<file path="src/rtl/core/cfq_pkg.sv">
// ----------------------------------------------------------------------------
// cfq_pkg
// Shared sizes, command codes and status types of the circular FIFO queue.
// ----------------------------------------------------------------------------
package cfq_pkg;

  localparam int DEPTH     = 64;
  localparam int WORD_BITS = 32;

  localparam int PTR_W = $clog2(DEPTH);
  localparam int CNT_W = $clog2(DEPTH + 1);

  // Fixed field widths on the ports
  localparam int CMD_BITS  = 3;
  localparam int WORD_FLD  = 32;
  localparam int CNT_FLD   = 7;
  localparam int IN_DATA_W = 48;
  localparam int OUT_DATA_W = 48;

  localparam logic [CMD_BITS-1:0] CMD_PUSH      = 3'd0;
  localparam logic [CMD_BITS-1:0] CMD_POP       = 3'd1;
  localparam logic [CMD_BITS-1:0] CMD_PEEK_HEAD = 3'd2;
  localparam logic [CMD_BITS-1:0] CMD_PEEK_NEW  = 3'd3;
  localparam logic [CMD_BITS-1:0] CMD_CLEAR     = 3'd4;

  typedef struct packed {
    logic             word_vld;  // read_word comes from the RAM
    logic             success;
    logic [CNT_W-1:0] used;
    logic [CNT_W-1:0] free;
    logic             full;
    logic             empty;
    logic             last;
  } out_stat_t;

endpackage

</file>
<file path="src/rtl/core/cfq_ram.sv">
// ----------------------------------------------------------------------------
// cfq_ram
// Generic simple dual-port RAM: one write port, one registered read port.
// ----------------------------------------------------------------------------
module cfq_ram #(
  parameter int WIDTH = 32,
  parameter int DEPTH = 64
) (
  input  logic                     clk,
  input  logic                     we,
  input  logic [$clog2(DEPTH)-1:0] waddr,
  input  logic [WIDTH-1:0]         wdata,
  input  logic                     re,
  input  logic [$clog2(DEPTH)-1:0] raddr,
  output logic [WIDTH-1:0]         rdata
);

  logic [WIDTH-1:0] mem [DEPTH];
  logic [WIDTH-1:0] rdata_r;

  always_ff @(posedge clk) begin
    if (we) begin
      mem[waddr] <= wdata;
    end
    if (re) begin
      rdata_r <= mem[raddr];
    end
  end

  assign rdata = rdata_r;

endmodule

</file>
<file path="src/rtl/core/cfq_ctrl.sv">
// ----------------------------------------------------------------------------
// cfq_ctrl
// Pointer and count keeper: decodes commands, drives the slot RAM and
// sequences head peek runs one word per cycle while adv is high.
// ----------------------------------------------------------------------------
module cfq_ctrl (
  input  logic                                clk,
  input  logic                                rst_n,
  input  logic                                cfg_we,
  input  logic [cfq_pkg::CNT_FLD-1:0]         cfg_cap,
  input  logic                                cmd_valid,
  output logic                                cmd_ready,
  input  logic [cfq_pkg::CMD_BITS-1:0]        cmd,
  input  logic [cfq_pkg::WORD_BITS-1:0]       wword,
  input  logic [cfq_pkg::CNT_FLD-1:0]         pcount,
  input  logic                                adv,
  output logic                                issue,
  output cfq_pkg::out_stat_t                  stat,
  output logic                                ram_we,
  output logic [cfq_pkg::PTR_W-1:0]           ram_waddr,
  output logic [cfq_pkg::WORD_BITS-1:0]       ram_wdata,
  output logic                                ram_re,
  output logic [cfq_pkg::PTR_W-1:0]           ram_raddr
);
  import cfq_pkg::*;

  localparam logic ST_IDLE = 1'b0;
  localparam logic ST_PEEK = 1'b1;

  logic             st_r,     st_nxt;
  logic [CNT_W-1:0] cap_r,    cap_nxt;
  logic [CNT_W-1:0] held_r,   held_nxt;
  logic [PTR_W-1:0] head_r,   head_nxt;
  logic [PTR_W-1:0] tail_r,   tail_nxt;
  logic [PTR_W-1:0] pk_ptr_r, pk_ptr_nxt;
  logic [CNT_W-1:0] rem_r,    rem_nxt;

  logic               acc;
  logic [CNT_FLD-1:0] pc0;
  logic [CNT_FLD-1:0] run_len;

  function automatic logic [PTR_W-1:0] wrap_inc(input logic [PTR_W-1:0] p,
                                                 input logic [CNT_W-1:0] cap);
    logic [CNT_W:0] n;
    n = (CNT_W+1)'(p) + 1'b1;
    return (n >= (CNT_W+1)'(cap)) ? '0 : PTR_W'(n);
  endfunction

  // hold off commands while a capacity write takes the cycle
  assign cmd_ready = (st_r == ST_IDLE) && adv && !cfg_we;
  assign acc       = cmd_valid && cmd_ready;
  assign pc0       = (pcount == '0) ? CNT_FLD'(1) : pcount;
  assign run_len   = (pc0 < CNT_FLD'(held_r)) ? pc0 : CNT_FLD'(held_r);

  always_comb begin
    st_nxt     = st_r;
    cap_nxt    = cap_r;
    held_nxt   = held_r;
    head_nxt   = head_r;
    tail_nxt   = tail_r;
    pk_ptr_nxt = pk_ptr_r;
    rem_nxt    = rem_r;
    issue      = 1'b0;
    ram_we     = 1'b0;
    ram_waddr  = tail_r;
    ram_wdata  = wword;
    ram_re     = 1'b0;
    ram_raddr  = head_r;
    stat       = '0;
    stat.last  = 1'b1;

    if (cfg_we) begin
      // clamp into 1..DEPTH and empty the queue
      if (cfg_cap == '0) begin
        cap_nxt = CNT_W'(1);
      end else if (cfg_cap > CNT_FLD'(DEPTH)) begin
        cap_nxt = CNT_W'(DEPTH);
      end else begin
        cap_nxt = CNT_W'(cfg_cap);
      end
      held_nxt = '0;
      head_nxt = '0;
      tail_nxt = '0;
    end else if (acc) begin
      issue = 1'b1;
      unique case (cmd)
        CMD_PUSH: begin
          if (held_r < cap_r) begin
            ram_we       = 1'b1;
            tail_nxt     = wrap_inc(tail_r, cap_r);
            held_nxt     = held_r + 1'b1;
            stat.success = 1'b1;
          end
        end
        CMD_POP: begin
          if (held_r != '0) begin
            ram_re        = 1'b1;
            head_nxt      = wrap_inc(head_r, cap_r);
            held_nxt      = held_r - 1'b1;
            stat.success  = 1'b1;
            stat.word_vld = 1'b1;
          end
        end
        CMD_PEEK_HEAD: begin
          if (held_r != '0) begin
            ram_re        = 1'b1;
            stat.success  = 1'b1;
            stat.word_vld = 1'b1;
            pk_ptr_nxt    = wrap_inc(head_r, cap_r);
            rem_nxt       = CNT_W'(run_len - 1'b1);
            if (run_len != CNT_FLD'(1)) begin
              stat.last = 1'b0;
              st_nxt    = ST_PEEK;
            end
          end
        end
        CMD_PEEK_NEW: begin
          if (held_r != '0) begin
            ram_re        = 1'b1;
            ram_raddr     = (tail_r == '0) ? PTR_W'(cap_r - 1'b1) : tail_r - 1'b1;
            stat.success  = 1'b1;
            stat.word_vld = 1'b1;
          end
        end
        CMD_CLEAR: begin
          held_nxt     = '0;
          head_nxt     = '0;
          tail_nxt     = '0;
          stat.success = 1'b1;
        end
        default: begin
        end
      endcase
    end else if ((st_r == ST_PEEK) && adv) begin
      // continue the head peek run
      issue         = 1'b1;
      ram_re        = 1'b1;
      ram_raddr     = pk_ptr_r;
      stat.success  = 1'b1;
      stat.word_vld = 1'b1;
      pk_ptr_nxt    = wrap_inc(pk_ptr_r, cap_r);
      rem_nxt       = rem_r - 1'b1;
      stat.last     = (rem_r == CNT_W'(1));
      if (rem_r == CNT_W'(1)) begin
        st_nxt = ST_IDLE;
      end
    end

    stat.used  = held_nxt;
    stat.free  = cap_r - held_nxt;
    stat.full  = (held_nxt == cap_r);
    stat.empty = (held_nxt == '0);
  end

  always_ff @(posedge clk) begin
    if (!rst_n) begin
      st_r   <= ST_IDLE;
      cap_r  <= CNT_W'(DEPTH);
      held_r <= '0;
      head_r <= '0;
      tail_r <= '0;
      rem_r  <= '0;
    end else begin
      st_r   <= st_nxt;
      cap_r  <= cap_nxt;
      held_r <= held_nxt;
      head_r <= head_nxt;
      tail_r <= tail_nxt;
      rem_r  <= rem_nxt;
    end
  end

  always_ff @(posedge clk) begin
    pk_ptr_r <= pk_ptr_nxt;
  end

  a_held_le_cap: assert property (@(posedge clk) disable iff (!rst_n)
    held_r <= cap_r)
    else $error("held count above capacity");

  a_head_in_ring: assert property (@(posedge clk) disable iff (!rst_n)
    CNT_W'(head_r) < cap_r && CNT_W'(tail_r) < cap_r)
    else $error("pointer outside configured ring");

  a_push_count: assert property (@(posedge clk) disable iff (!rst_n)
    acc && !cfg_we && cmd == CMD_PUSH && held_r < cap_r |=>
      held_r == $past(held_r) + 1'b1)
    else $error("push did not advance held count");

  a_run_blocks: assert property (@(posedge clk) disable iff (!rst_n)
    st_r == ST_PEEK |-> !cmd_ready && rem_r != '0)
    else $error("new item taken during a peek run");

endmodule

</file>
<file path="src/rtl/core/circular_fifo_queue_core.sv">
// ----------------------------------------------------------------------------
// circular_fifo_queue_core
// Ring-buffer FIFO of words with push, pop, head peek, newest peek and clear.
// ----------------------------------------------------------------------------
// Usage:
//   in_*   : one command item per handshake (push, pop, peek head run,
//            peek newest, clear).
//   out_*  : result items; every command gives one result except a head
//            peek, which gives one result per word read, tlast on the final.
//   cfg_*  : capacity write (1..64, clamped); always ready, empties the queue.
//            Write it only while no command is in flight.
// Latency: a result is valid the cycle after its command is accepted; the
//   word comes straight from the registered read port of the slot RAM.
// Throughput: one item per cycle for single-result commands while out_tready
//   is high; a head peek of n words holds off new commands until its last
//   read is issued while the sequencer walks the RAM read port one slot a cycle.
// Reset: capacity 64, queue empty; slot contents stay as they were.
// Stall: while a result waits with out_tready low the result register holds,
//   and no new item is accepted and no RAM read is issued.
// ----------------------------------------------------------------------------
module circular_fifo_queue_core (
  input  logic                              clk,
  input  logic                              rst_n,
  // cfg_data: capacity
  input  logic                              cfg_valid,
  output logic                              cfg_ready,
  input  logic [cfq_pkg::CNT_FLD-1:0]       cfg_data,
  // in_tdata: [2:0] command, [34:3] write_word, [41:35] peek_count, rest zero
  input  logic                              in_tvalid,
  output logic                              in_tready,
  input  logic [cfq_pkg::IN_DATA_W-1:0]     in_tdata,
  // out_tdata: [31:0] read_word, [38:32] used_count, [45:39] free_count,
  //            [46] is_full, [47] is_empty
  output logic                              out_tvalid,
  input  logic                              out_tready,
  output logic [cfq_pkg::OUT_DATA_W-1:0]    out_tdata,
  // out_tuser: [0] success
  output logic                              out_tuser,
  output logic                              out_tlast
);
  import cfq_pkg::*;

  logic                 issue;
  logic                 adv;
  out_stat_t            stat;
  out_stat_t            stat_r;
  logic                 out_valid_r, out_valid_nxt;
  logic                 ram_we, ram_re;
  logic [PTR_W-1:0]     ram_waddr, ram_raddr;
  logic [WORD_BITS-1:0] ram_wdata, ram_rdata;
  logic [63:0]          word_ext;
  logic [WORD_FLD-1:0]  read_word;

  assign cfg_ready = 1'b1;
  assign adv       = !out_valid_r || out_tready;

  cfq_ctrl u_ctrl (
    .clk       (clk),
    .rst_n     (rst_n),
    .cfg_we    (cfg_valid),
    .cfg_cap   (cfg_data),
    .cmd_valid (in_tvalid),
    .cmd_ready (in_tready),
    .cmd       (in_tdata[2:0]),
    .wword     (WORD_BITS'(in_tdata[34:3])),
    .pcount    (in_tdata[41:35]),
    .adv       (adv),
    .issue     (issue),
    .stat      (stat),
    .ram_we    (ram_we),
    .ram_waddr (ram_waddr),
    .ram_wdata (ram_wdata),
    .ram_re    (ram_re),
    .ram_raddr (ram_raddr)
  );

  cfq_ram #(
    .WIDTH (WORD_BITS),
    .DEPTH (DEPTH)
  ) u_slot_ram (
    .clk   (clk),
    .we    (ram_we),
    .waddr (ram_waddr),
    .wdata (ram_wdata),
    .re    (ram_re),
    .raddr (ram_raddr),
    .rdata (ram_rdata)
  );

  // hold the result until taken; RAM read data holds too since no read issues
  assign out_valid_nxt = issue ? 1'b1 : (out_tready ? 1'b0 : out_valid_r);

  always_ff @(posedge clk) begin
    if (!rst_n) begin
      out_valid_r <= 1'b0;
    end else begin
      out_valid_r <= out_valid_nxt;
    end
  end

  always_ff @(posedge clk) begin
    if (issue) begin
      stat_r <= stat;
    end
  end

  assign word_ext  = 64'(ram_rdata);
  assign read_word = stat_r.word_vld ? word_ext[WORD_FLD-1:0] : '0;

  assign out_tvalid = out_valid_r;
  assign out_tdata  = {stat_r.empty, stat_r.full,
                       CNT_FLD'(stat_r.free), CNT_FLD'(stat_r.used), read_word};
  assign out_tuser  = stat_r.success;
  assign out_tlast  = stat_r.last;

endmodule

</file>
<file path="config.mk">
export PLATFORM = sky130hd
export DESIGN_NAME = circular_fifo_queue_core
export DESIGN_NICKNAME = d
export VERILOG_FILES = /design/src/rtl/core/cfq_pkg.sv /design/src/rtl/core/cfq_ram.sv /design/src/rtl/core/cfq_ctrl.sv /design/src/rtl/core/circular_fifo_queue_core.sv
export SDC_FILE = /design/constraint.sdc
export NUM_CORES = 2
export LEC_CHECK = 0
export ABC_AREA = 1
export BUFFER_PORTS_ARGS = -buffer_cell sky130_fd_sc_hd__clkbuf_2
export CAP_MARGIN = 30
export CORE_MARGIN = 2
export CORE_UTILIZATION = 39
export CTS_CLUSTER_DIAMETER = 50
export DETAILED_ROUTE_END_ITERATION = 8
export PLACE_DENSITY = 0.6
export SYNTH_ARGS = -nofsm -noshare
export SYNTH_HDL_FRONTEND = slang
export SYNTH_SLANG_ARGS = --single-unit
</file>
<file path="constraint.sdc">
create_clock -name clk -period 13 [get_ports clk]
set_input_delay 0 -clock clk [delete_from_list [all_inputs] [get_ports clk]]
set_output_delay 0 -clock clk [all_outputs]
set_load 0.005 [all_outputs]
</file>
==> impl_metrics.env <==
export IMPL_status="finished clean"
export IMPL_min_delay_start="rst_n"
export IMPL_synth_edf_count=2105
export IMPL_avgSynthCellArea_um2=10.7
export IMPL_crit_cells=14
export IMPL_fin_crit_sh_pct=49.9
export IMPL_area_growth_pct=12.7
export IMPL_antenna_found_initial=10
export IMPL_skew_ps=68.9
export IMPL_track_usage_pct=22.4
export IMPL_cp_start_kind="register"
export IMPL_setup_slack_ps=6520
export IMPL_drv_slew=0
export IMPL_period_needed_ps=6480
export IMPL_ys_seq_area_share_pct=67.6
export IMPL_crit_buf_inv=3
export IMPL_synth_distinct_cells=49
export IMPL_ioPinCount=113
export IMPL_die_area_um2=246000
export IMPL_ys_async_sr_fraction_pct=0
export IMPL_drc=0
export IMPL_fin_nets=8911
export IMPL_final_hold_viol_count=0
export IMPL_tritoncts="built"
export IMPL_fmax_mhz=154
export IMPL_reg2reg_depth=14
export IMPL_post_route_util_pct=44.2
export IMPL_place_congestion=0.843
export IMPL_final_common_cell="nand3_1"
export IMPL_core_um2=241000
export IMPL_slew_headroom_pct=25.9
export IMPL_crit_fanout=113
export IMPL_cpPeakStageDelay_ps=960
export IMPL_vias_per_cell=5.41
export IMPL_power_total_mw=15.0
export IMPL_peakVddDrop_mv=0.170
export IMPL_final_cell_mix="2266 x nand3_1, 2128 x nand2_1, 2105 x edfxtp_1"
export IMPL_placed_cells=11700
export IMPL_dp_slack_ps=6440
export IMPL_dp_hpwl_mm=140
export IMPL_r2r_start="out_tvalid"
export IMPL_dr_pass1_iters=6
export IMPL_synth_main_ff_cell="edfxtp_1"
export IMPL_finalSetupTns_ps=0
export IMPL_grt_start_max_net_pins=192
export IMPL_rsz0062_at_grt="no"
export IMPL_yosysWarnings=0
export IMPL_drive_above_1_share_pct=7.67
export IMPL_cts_buffer_depth=3
export IMPL_critical_path_slowest_cell="nand2_8"
export IMPL_timing_rr_end="u_slot_ram.rdata[31]"
export IMPL_layout_cells_non_filler=12200
export IMPL_endpoint_kind="register"
export IMPL_worstPathArrival_ps=7120
export IMPL_grt_overflow_total=0
export IMPL_hold_class="primary input to register"
export IMPL_setup_viol_count_final=0
export IMPL_rrSetupSlack_ps=6520
export IMPL_path_common_cell="nand3_1"
export IMPL_leakagePower_nw=41.4
export IMPL_start_util_pct=39.3
export IMPL_worst_slew_pin_transition_ps=1110
export IMPL_cts_root_buf="clkbuf_16"
export IMPL_startpoint="out_tvalid"
export IMPL_routed_wirelength_mm=281
export IMPL_netlist_instances=8804
export IMPL_powerDensity_nw_per_um2=140
export IMPL_syn_num_nets=8916
export IMPL_wl_per_cell_um=23.1
export IMPL_fp_row_count=180
export IMPL_crit_type="register to register"
export IMPL_cap_viol_max_count=0
export IMPL_cpLargestDelayFamily="simple AND/OR/NAND/NOR gates"
export IMPL_cts_sinks=2140
export IMPL_num_vias=65900
export IMPL_numCtsBuffers=215
export IMPL_clock_latency_ps=900
export IMPL_detail_route_antenna_nets=0
export IMPL_die_h_um=496
export IMPL_ys_seq_elements=2140
export IMPL_crit_chain="nand2_1 > nand4_2 > inv_2 > nand3_4 > nand2_8 > buf_4 > buf_4 > nand2_1 > nand3_1 > nand3_1 > nand3_1 > nand3_1 > nand3_1 > nand2_1"
export IMPL_synth_area_um2=94500
export IMPL_grt_pass1_vias=63100
export IMPL_io_buffer_count=105
export IMPL_crit_end="u_slot_ram.rdata[31]"
export IMPL_cts_clk_slew_worst_paths_ps=60
export IMPL_drtIter0Drc=7822
export IMPL_post_cts_setup_buffer_count=0
export IMPL_cts_max_level=4
export IMPL_cp_data_required_time_ps=13630
export IMPL_die_w_um=496
export IMPL_grt_pass1_wl_mm=411
-- state kept, by name, indices dropped and copies added (netlist names) --
signal and cells:
stat_r 1, out_tuser 1, u_ctrl.held_r 7, out_tvalid 1, u_ctrl.st_r 1, u_ctrl.ram_waddr 6, out_tdata 16, u_ctrl.rem_r 7
u_slot_ram.mem 2048, u_ctrl.pk_ptr_r 6, u_ctrl.cap_r 7, out_tlast 1, u_ctrl.head_r 6, u_slot_ram.rdata 32
-- worst min path at each step --
stage,cells past startpoint,end,slack [ps]
floorplan,0,u_slot_ram.mem[0][0],100
global placement,3,u_ctrl.cap_r[4],280
detailed placement,3,u_ctrl.cap_r[5],280
CTS,4,u_ctrl.rem_r[1],9
global route,4,u_ctrl.rem_r[1],50
finish,4,u_ctrl.rem_r[1],80
-- what timing repair did --
| action | CTS | global route |
|---|---|---|
| endpoints found under the hold margin | 2089 | 0 |
| hold buffers | 82 | 0 |
| gates resized for setup | 0 | 0 |
-- power breakdown --
| part | switching, mW | internal, mW |
|---|---|---|
| Combinational | 0.821 | 0.290 |
| Sequential | 0.0104 | 7.59 |
| Clock | 2.69 | 3.55 |
-- layout make-up --
type | instances | area [µm²]
Fill cell | 21700 | 134000
Sequential cell | 2140 | 63900
Multi-Input combinational cell | 5131 | 25000
Clock buffer | 265 | 5650
Tap cell | 3185 | 3990
Inverter | 943 | 3570
Timing Repair Buffer | 368 | 3020
Clock inverter | 132 | 1420
Antenna cell | 5 | 12.5
-- worst reg2reg max path, delay by kind of cell (launching register included) --
| kind | cells | cell delay [ps] |
|---|---|---|
| buffers and inverters | 3 | 2460 |
| AND/OR/NAND/NOR | 11 | 3500 |
| flip-flops | 1 | 320 |
-- metrics by stage --
stage / hold WS, ps / area [µm²]
floorplan: 98.9 / 94500
CTS: 8.96 / 106000
global route: 45.2 / 107000
finish: 77.3 / 107000
global placement: 281 / 98200
detailed placement: 279 / 98500
-- layer usage --
layer / vias up / GRT usage [%] / part of all wire (%) / wire [µm]
li1: 30200 / - / - / -
met1: 32300 / 29.2 / 40 / 112000
met2: 2866 / 37.0 / 48 / 133000
met3: 506 / 3.28 / 8.1 / 22700
met4: 2 / 10.1 / 4.5 / 12600
met5: - / 0 / 0.0036 / 10
-- Yosys cell counts, types with 20 or more instances --
| cell type | count | share of area [%] |
|---|---|---|
| nand3_1 | 2266 | 12 |
| nand2_1 | 2131 | 8.5 |
| edfxtp_1 | 2105 | 67 |
| inv_1 | 931 | 3.7 |
| nand3b_1 | 360 | 2.9 |
| buf_2 | 263 | 1.4 |
| clkbuf_1 | 207 | 0.82 |
| nor2_1 | 134 | 0.53 |
| buf_1 | 90 | 0.36 |
| a21oi_1 | 56 | 0.30 |
| ha_1 | 51 | 0.68 |
| o21ai_0 | 38 | 0.20 |
| dfxtp_1 | 35 | 0.74 |
| buf_4 | 26 | 0.21 |
| xor2_1 | 20 | 0.19 |
-- cell families (layout without fill, tap and decap cells) --
kind of cell	after synthesis	in the layout	share of synthesized area (%)
AO/OA/AOI/OAI	128	128	0.784
flip-flops	2140	2140	67.6
other	1	6	0.00397
XOR/XNOR	22	22	0.204
adder cells (fa/ha/maj)	52	52	0.696
buffers and inverters	1533	1708	6.57
AND/OR/NAND/NOR	4928	4928	24.1
No activity file was read; power rests on OpenSTA's default activity.
